==> src/rtl/wpd_pkg.sv <==
// Shared types and constants for the window peak detector.
// No dependencies; imported by every module of the block.
`default_nettype none

package wpd_pkg;

	// Deepest window the cell row can hold, in samples
	localparam int MAX_WINDOW = 63;
	// Largest half-width that fits the row
	localparam int HALF_MAX = (MAX_WINDOW - 1) / 2;

	localparam int DATA_W = 32;
	localparam int IDX_W  = 24;
	localparam int CFG_W  = 6;
	localparam int HALF_W = $clog2(HALF_MAX + 1);
	localparam int CELL_W = $clog2(MAX_WINDOW);

	localparam logic [CFG_W-1:0] WS_RESET = CFG_W'(3);
	localparam logic [IDX_W-1:0] CNT_MAX  = {IDX_W{1'b1}};

	typedef logic signed [DATA_W-1:0] sample_t;
	typedef logic [IDX_W-1:0]         count_t;
	typedef logic [HALF_W-1:0]        half_t;

	// Per-cell control from the top level
	typedef struct packed {
		logic cmp_en;      // cell lies in the span and is not the centre
		logic centre_sel;  // cell holds the centre sample
	} cell_ctl_t;

endpackage

`default_nettype wire

==> src/rtl/wpd_cell.sv <==
// One cell of the sample row: holds one sample, passes it on at each request,
// and compares it against the broadcast centre. Depends on wpd_pkg.
`default_nettype none

module wpd_cell
	import wpd_pkg::*;
(
	input  wire       clk,
	input  wire       shift_en,
	input  sample_t   d,
	input  sample_t   centre,
	input  cell_ctl_t ctl,
	output sample_t   q,
	output logic      gt,
	output sample_t   tap
);

	sample_t val_q;

	// Advance the row on an accepted request
	always_ff @(posedge clk) begin
		if (shift_en) begin
			val_q <= d;
		end
	end

	assign q = val_q;

	// Centre must beat this cell when the cell is inside the span
	assign gt = !ctl.cmp_en || (centre > val_q);

	// Offer this sample as the centre when selected
	assign tap = ctl.centre_sel ? val_q : sample_t'(0);

endmodule

`default_nettype wire

==> src/rtl/window_peak_detector.sv <==
// A result is registered and shown in the cycle after its sample request is accepted.
// Throughput: one sample per cycle; input stalls only while a result waits
// and the output side is not taking it. The check is done in the accept
// cycle by the cell row compares against the broadcast centre.
// Reset (arst_n low): clears the set count, the held result and sets
// window_size to 3; the sample cells are not cleared.
`default_nettype none

module window_peak_detector
	import wpd_pkg::*;
(
	input  wire               clk,
	input  wire               arst_n,
	input  wire               cfg_wr_en,
	input  wire  [CFG_W-1:0]  cfg_wr_data,
	input  wire               in_valid,
	output logic              in_ready,
	input  sample_t           sample,
	input  wire               last,
	output logic              out_valid,
	input  wire               out_ready,
	output count_t            peak_index,
	output sample_t           peak_value
);

	logic [CFG_W-1:0] ws_q;
	count_t           cnt_q;
	logic             out_valid_q;
	count_t           peak_index_q;
	sample_t          peak_value_q;

	logic             accept;
	half_t            half;
	logic [CELL_W-1:0] twice_half;
	count_t           span;
	count_t           cnt_next;
	sample_t          centre;
	logic             detect;

	sample_t          cell_q   [MAX_WINDOW];
	sample_t          cell_tap [MAX_WINDOW];
	cell_ctl_t        cell_ctl [MAX_WINDOW];
	logic [MAX_WINDOW-1:0] cell_gt;

	assign accept   = in_valid && in_ready;
	assign in_ready = !out_valid_q || out_ready;

	// Config register
	always_ff @(posedge clk or negedge arst_n) begin
		if (!arst_n) begin
			ws_q <= WS_RESET;
		end else if (cfg_wr_en) begin
			ws_q <= cfg_wr_data;
		end
	end

	// Half-width, limited to what the row holds
	always_comb begin
		if (int'(ws_q[CFG_W-1:1]) > HALF_MAX) begin
			half = HALF_W'(HALF_MAX);
		end else begin
			half = HALF_W'(ws_q[CFG_W-1:1]);
		end
	end

	assign twice_half = CELL_W'({half, 1'b0});
	assign span       = IDX_W'({half, 1'b1});
	assign cnt_next   = (cnt_q == CNT_MAX) ? cnt_q : cnt_q + count_t'(1);

	// Cell row: cell i holds the sample that sits at span position i+1
	generate
		for (genvar i = 0; i < MAX_WINDOW; i++) begin : g_cell
			localparam logic [CELL_W-1:0] POS = CELL_W'(i);
			logic sel;

			assign sel = (half != half_t'(0)) &&
				(POS == CELL_W'(half) - CELL_W'(1));
			assign cell_ctl[i] = {(POS < twice_half) && !sel, sel};

			if (i == 0) begin : g_head
				wpd_cell u_cell (
					.clk      (clk),
					.shift_en (accept),
					.d        (sample),
					.centre   (centre),
					.ctl      (cell_ctl[i]),
					.q        (cell_q[i]),
					.gt       (cell_gt[i]),
					.tap      (cell_tap[i])
				);
			end else begin : g_body
				wpd_cell u_cell (
					.clk      (clk),
					.shift_en (accept),
					.d        (cell_q[i-1]),
					.centre   (centre),
					.ctl      (cell_ctl[i]),
					.q        (cell_q[i]),
					.gt       (cell_gt[i]),
					.tap      (cell_tap[i])
				);
			end
		end
	endgenerate

	// Pick the centre: the incoming sample when half is zero, else one cell
	always_comb begin
		centre = sample_t'(0);
		if (half == half_t'(0)) begin
			centre = sample;
		end else begin
			for (int i = 0; i < MAX_WINDOW; i++) begin
				centre = centre | cell_tap[i];
			end
		end
	end

	// Peak test over the span after this sample enters
	assign detect = (ws_q != '0) && (cnt_next >= span) && (&cell_gt) &&
		((half == half_t'(0)) || (centre > sample));

	// Set count: advance per request, drop at end of set
	always_ff @(posedge clk or negedge arst_n) begin
		if (!arst_n) begin
			cnt_q <= '0;
		end else if (accept) begin
			cnt_q <= last ? count_t'(0) : cnt_next;
		end
	end

	// Result register: load on a detected peak, free when taken
	always_ff @(posedge clk or negedge arst_n) begin
		if (!arst_n) begin
			out_valid_q <= 1'b0;
		end else if (accept) begin
			out_valid_q <= detect;
		end else if (out_ready) begin
			out_valid_q <= 1'b0;
		end
	end

	always_ff @(posedge clk) begin
		if (accept && detect) begin
			peak_index_q <= cnt_next - count_t'(1) - IDX_W'(half);
			peak_value_q <= centre;
		end
	end

	assign out_valid  = out_valid_q;
	assign peak_index = peak_index_q;
	assign peak_value = peak_value_q;

endmodule

`default_nettype wire

==> config.mk <==
export PLATFORM = sky130hd
export DESIGN_NAME = window_peak_detector
export DESIGN_NICKNAME = d
export VERILOG_FILES = /design/src/rtl/wpd_pkg.sv /design/src/rtl/wpd_cell.sv /design/src/rtl/window_peak_detector.sv
export SDC_FILE = /design/constraint.sdc
export NUM_CORES = 2
export LEC_CHECK = 0
export ABC_AREA = 1
export BUFFER_PORTS_ARGS = -buffer_cell sky130_fd_sc_hd__clkbuf_2
export CAP_MARGIN = 5
export CORE_ASPECT_RATIO = 0.9
export CORE_UTILIZATION = 58
export DETAILED_ROUTE_END_ITERATION = 7
export MAX_ROUTING_LAYER = met4
export PLACE_DENSITY = 0.75
export RECOVER_POWER = 25
export SYNTH_ARGS = -nofsm -noshare
export SYNTH_HDL_FRONTEND = slang
export SYNTH_SLANG_ARGS = --single-unit
==> constraint.sdc <==
create_clock -name clk -period 73.5 [get_ports clk]
set_clock_uncertainty 0.2 [all_clocks]
set_input_delay 7.35 -clock clk [delete_from_list [all_inputs] [get_ports clk]]
set_output_delay 7.35 -clock clk [all_outputs]
set_load 0.01 [all_outputs]
* Word-level counts from Yosys, hierarchy flattened *
Cells that the tools add are included.

storage, ports and cells
  register bits = 2103
  input port bits = 44
  output and inout bits = 58
  logic and storage cells = 722

cells by class
  $add $sub $neg = 4
  order comparisons = 128
  eq/ne operators = 63
  mux-type cells = 68
  bitwise logic cells = 62
  reductions and logical operators = 329

operators with widths
  kind                                                                         number
  32-bit > comparator                                                          64
  32-bit 2-to-1 mux                                                            64
  32-bit OR                                                                    62
  6-bit == test, first input constant                                          31
  6-bit less-than comparator, first input constant                             31
  1-bit logical AND                                                            131
  1-bit zero test                                                              127
  5-bit by 6-bit == test with 1-bit output, first input constant               16
  5-bit by 6-bit less-than comparator with 1-bit output, first input constant  16
  1-bit logical OR                                                             65
  63-bit AND reduction                                                         1
  4-bit by 6-bit == test with 1-bit output, first input constant               8
  4-bit by 6-bit less-than comparator with 1-bit output, first input constant  8
  24-bit 2-to-1 mux                                                            2
  24-bit by 1-bit adder with 24-bit output, second input constant              1
  24-bit == test, second input constant                                        1
  3-bit by 6-bit == test with 1-bit output, first input constant               4
  24-bit by 6-bit greater-or-equal comparator with 1-bit output                1
  3-bit by 6-bit less-than comparator with 1-bit output, first input constant  4
  24-bit by 1-bit subtractor with 24-bit output, second input constant         1
  24-bit by 5-bit subtractor with 24-bit output                                1
  2-bit by 6-bit == test with 1-bit output, first input constant               2
  1-bit by 6-bit less-than comparator with 1-bit output, first input constant  2
  2-bit by 6-bit less-than comparator with 1-bit output, first input constant  2
  other kinds (8)                                                              9

* Longest topological paths before layout *
  word-level depth = 73
  gate-level depth with buffers = 38
  mapped depth without buffers = 37

* Modules after synthesis *
Synthesis repeated with hierarchy kept, for this count alone.

second synthesis, totals
  cell total of the unflattened synthesis = 17092
  area total of the unflattened synthesis = 143621.5 um2

modules (own cells, without submodules)
  module                times used  cells an instance  area an instance (um2)  sequential area each (um2)
  wpd_cell              63          245                2105.8                  960.9
  window_peak_detector  1           1657               10958.0                 2459.9

* Worst setup path after synthesis *
Ideal clock, no wire load.

  path type = input -> register
  start point = in in_valid
  end point = reg g_cell[0].g_head.u_cell.val_q[0] (enable)
  setup time = 3.131 ns
  data arrival time = 61.182 ns
  data required time = 70.169 ns
  setup slack = 8.986 ns
  stages on the path = 2
  path buffers = 1
  path through = a21boi_1 -> clkbuf_1

on the way
  cells in the longest elaborated chain, start to end = 1

ends and longest elaborated chain
  what                    line                        text
  start: declaration      window_peak_detector.sv:16  input wire in_valid,
  1-bit logical AND       window_peak_detector.sv:45  assign accept = in_valid && in_ready;
  via accept              window_peak_detector.sv:32  logic accept;
  end signal: assignment  wpd_cell.sv:23              val_q <= d;
  end: declaration        wpd_cell.sv:18              sample_t val_q;

The timed path passes the listed nets, and every way through them passes these cells.
A chain may end at the register's enable or synchronous reset.

* Worst setup path in the final report *
  start point = in out_ready
  end point = out in_ready

on the way
  cells in the longest elaborated chain, start to end = 1

ends and longest elaborated chain
  what                line                        text
  start: declaration  window_peak_detector.sv:21  input wire out_ready,
  1-bit logical OR    window_peak_detector.sv:46  assign in_ready = !out_valid_q || out_ready;
  end: declaration    window_peak_detector.sv:17  output logic in_ready,

No other way between the ends.

==> run metrics <==
outcome complete, no violations; WP data required 65,950 ps; Worst Hold Class reg -> reg; clock latency on the worst-skew pair 920 ps; fmax 0.0654 GHz; DR DRC count 0; CTS tree built; setup TNS 0 ps; PwrDens roughly 29 nW/µm²; Post-CTS Hold Buffers 0; Rows 160; GRT overflow 0; min cycle time layout 15,300 ps; Crit path arrival time between 7000 and 8000 ps; vias in the first global route 92,267; syn avg cell area 10.1 µm²; max-cap violations 0; Antenna Nets Post-Route 0; Yosys cell types 64; # Post-CTS Setup Buffers 0; grt met2 use 0.566; part of the cycle the worst path needs 0.208; routed via count about 94,000; synth warn 0; clock root buffer clkbuf_16; Die Area 215,000 µm²; Final #Nets 14,650; initial antenna violation count 23; Yosys reg bits 2,071; Total GRT Usage 0.373; layout cell share with drive strength beyond 1 0.0582; post-DP HPWL 295,000 µm; Startpoint Class primary input; final instance area between 100,000 and 150,000 µm²; Rel. slew slack 0.119; drt first pass iters 6; maximum fanout along the worst path 2; register area share after synthesis 0.501; Core Box Area 212,000 µm²; first-pass GRT wire length 573,000 µm; pin count of the biggest net entering global routing approximately 190; drt via density roughly 6; Die Y-Extent around 440 µm; DR WL/cell 25.1 µm; leak pwr roughly 65 nW; ys flop type edfxtp_1; M3 GR Usage 0.0770; RSZ-0062 raised after global routing false; cts repair resizes 0; # IOs 102; Worst-path clk slew ~60 ps; CP Class in -> out; die width 489 µm; clk sink count 2,071; H-tree depth 4; met1 Use GR 0.484; Placed Instance Area between 100,000 and 150,000 µm²; Area Overhead vs Synth 10.1%; Cells after Synth 12,211; Final GP Congestion roughly 1.0; starting density of the core 0.585; port buffer count 101; final WL 392,000 µm; Synthesized Nets 14,283; Final Max Tran Viols 0; Worst setup EP type output pin; fraction of registers with async set/reset 0.0150; Post-synth EDFFs 2,040; setup violators final 0; CTS buffer count between 200 and 250; Tightest Pin Transition 1290 ps; maximum root-to-sink buffer count 3; Starting DRT DRC Count 10,964; Hold Vio Cnt, Final 0; Max VDD drop 0.0000262 V; grt peak-use layer met2; mapped cell area roughly 120,000 µm²
[state kept, by name, indices dropped and copies added, names as in the netlist]
register and flops:
g_cell.g_head.u_cell.q 32, out_valid 1, peak_value 32, cnt_q 24
peak_index 24, ws_q 6, g_cell.g_body.u_cell.q 1952
[cell type report]
cell class	instances	area [µm²]
Multi-Input combinational cell	7532	52200
Fill cell	16549	75300
Clock inverter	150	1730
Sequential cell	2071	62000
Antenna cell	16	40.0
Inverter	2512	9430
Timing Repair Buffer	242	1610
Tap cell	2835	3550
Clock buffer	260	5690
[power by group]
group | switching (W) | leakage (nW) | internal (W)
Sequential | 0.0000489 | 20.3 | 0.00138
Clock | 0.000503 | 3.59 | 0.000663
Combinational | 0.000885 | 41.0 | 0.000440
Total | 0.00144 | 64.9 | 0.00248
[cells in the mapped netlist, types with 4 or more instances]
master / number / area, µm²
a21oi_1: 1100 / 5510
and3_1: 4 / 25.0
nor3_1: 79 / 395
o21a_1: 88 / 661
o21bai_1: 24 / 180
dfrtp_1: 29 / 726
nor2_2: 21 / 131
clkbuf_1: 46 / 173
a22o_1: 4 / 35.0
o211ai_1: 30 / 225
nor3_4: 5 / 81.3
a21o_1: 25 / 188
nor4b_1: 4 / 35.0
clkinv_1: 4 / 15.0
xor2_1: 36 / 315
buf_2: 38 / 190
nand3b_1: 32 / 240
nor3b_1: 13 / 97.6
nand2_2: 17 / 106
o21ai_1: 6 / 30.0
ha_1: 2027 / 25400
nor2_4: 8 / 90.1
a211oi_1: 19 / 143
nand3_1: 195 / 976
a31oi_1: 4 / 25.0
inv_2: 40 / 150
nand3_2: 8 / 80.1
a2111oi_0: 11 / 96.3
o2111ai_1: 49 / 429
nand2_4: 7 / 78.8
nand4_1: 193 / 1210
o21ai_0: 343 / 1720
nand2_1: 2157 / 8100
o22ai_1: 189 / 1180
a221oi_1: 66 / 578
a22oi_1: 29 / 218
edfxtp_1: 2040 / 61300
buf_4: 7 / 52.6
nor2_1: 614 / 2300
nor4_1: 58 / 363
inv_1: 2468 / 9260
nor3_2: 7 / 70.1
o221ai_1: 36 / 315
[placed cells by master, fill, tap and decap left out, drive strengths merged, types with 30 or more instances in the layout]
cell	instances
a21oi	1101
a221oi	66
buf	141
bufinv	31
clkbuf	361
clkinv	101
edfxtp	2040
ha	2027
inv	2516
nand2	2181
nand3	204
nand3b	32
nand4	195
nor2	643
nor3	91
nor4	59
o2111ai	49
o211ai	30
o21a	88
o21ai	350
o221ai	36
o22ai	189
xor2	37
[worst max-delay path, cell delays in order]
cell      delay, ps
clkbuf_2         80
inv_1           100
nand2_1          90
clkbuf_2        130
[layer usage]
| metal | up-vias | wire, µm |
|---|---|---|
| li1 | 42900 | - |
| met5 | - | 0 |
| met2 | 4677 | 175000 |
| met1 | 45011 | 156000 |
| met4 | 0 | 19300 |
| met3 | 1043 | 42700 |
[final timing paths]
kind	to	slack (ps)	depth (start not counted)	startpoint
min in group asynchronous	cnt_q[23]	6370	1	arst_n
worst max-delay path	in_ready	58200	4	out_ready
max in group asynchronous	cnt_q[16]	66160	1	arst_n
worst min register to register	g_cell[14].g_body.u_cell.q[27]	220	0	g_cell[13].g_body.u_cell.q[27]
worst min-delay path	g_cell[14].g_body.u_cell.q[27]	220	0	g_cell[13].g_body.u_cell.q[27]
worst max register to register	peak_index[4]	62200	31	ws_q[3]
[cell families (layout without fill, tap and decap cells)]
| group | Yosys count | in the layout | share of synthesized area |
|---|---|---|---|
| mux | 1 | 1 | 0.0000910 |
| fa+ha+maj | 2028 | 2028 | 0.205 |
| xor+xnor | 38 | 38 | 0.00275 |
| other cells | 0 | 16 | 0 |
| flops | 2071 | 2071 | 0.501 |
| simple gates | 3433 | 3433 | 0.117 |
| buf+inv | 2608 | 3164 | 0.0798 |
| compound gates | 2032 | 2032 | 0.0938 |
[stage by stage]
| step | util | cells | total power, W | worst slack (ps) | hold WS (ps) |
|---|---|---|---|---|---|
| finish | 0.644 | 15618 | 0.00392 | 58200 | 221 |
| global route | 0.644 | 15613 | 0.00411 | 58140 | 228 |
| CTS | 0.644 | 15602 | 0.00389 | 58200 | 218 |
| detailed placement | 0.609 | 15192 | 0.00273 | 58210 | 232 |
| global placement | 0.609 | 15192 | 0.00264 | 58140 | 227 |
| floorplan | - | 12211 | 0.00239 | 8990 | 226 |
No activity file was read; power rests on OpenSTA's default activity.
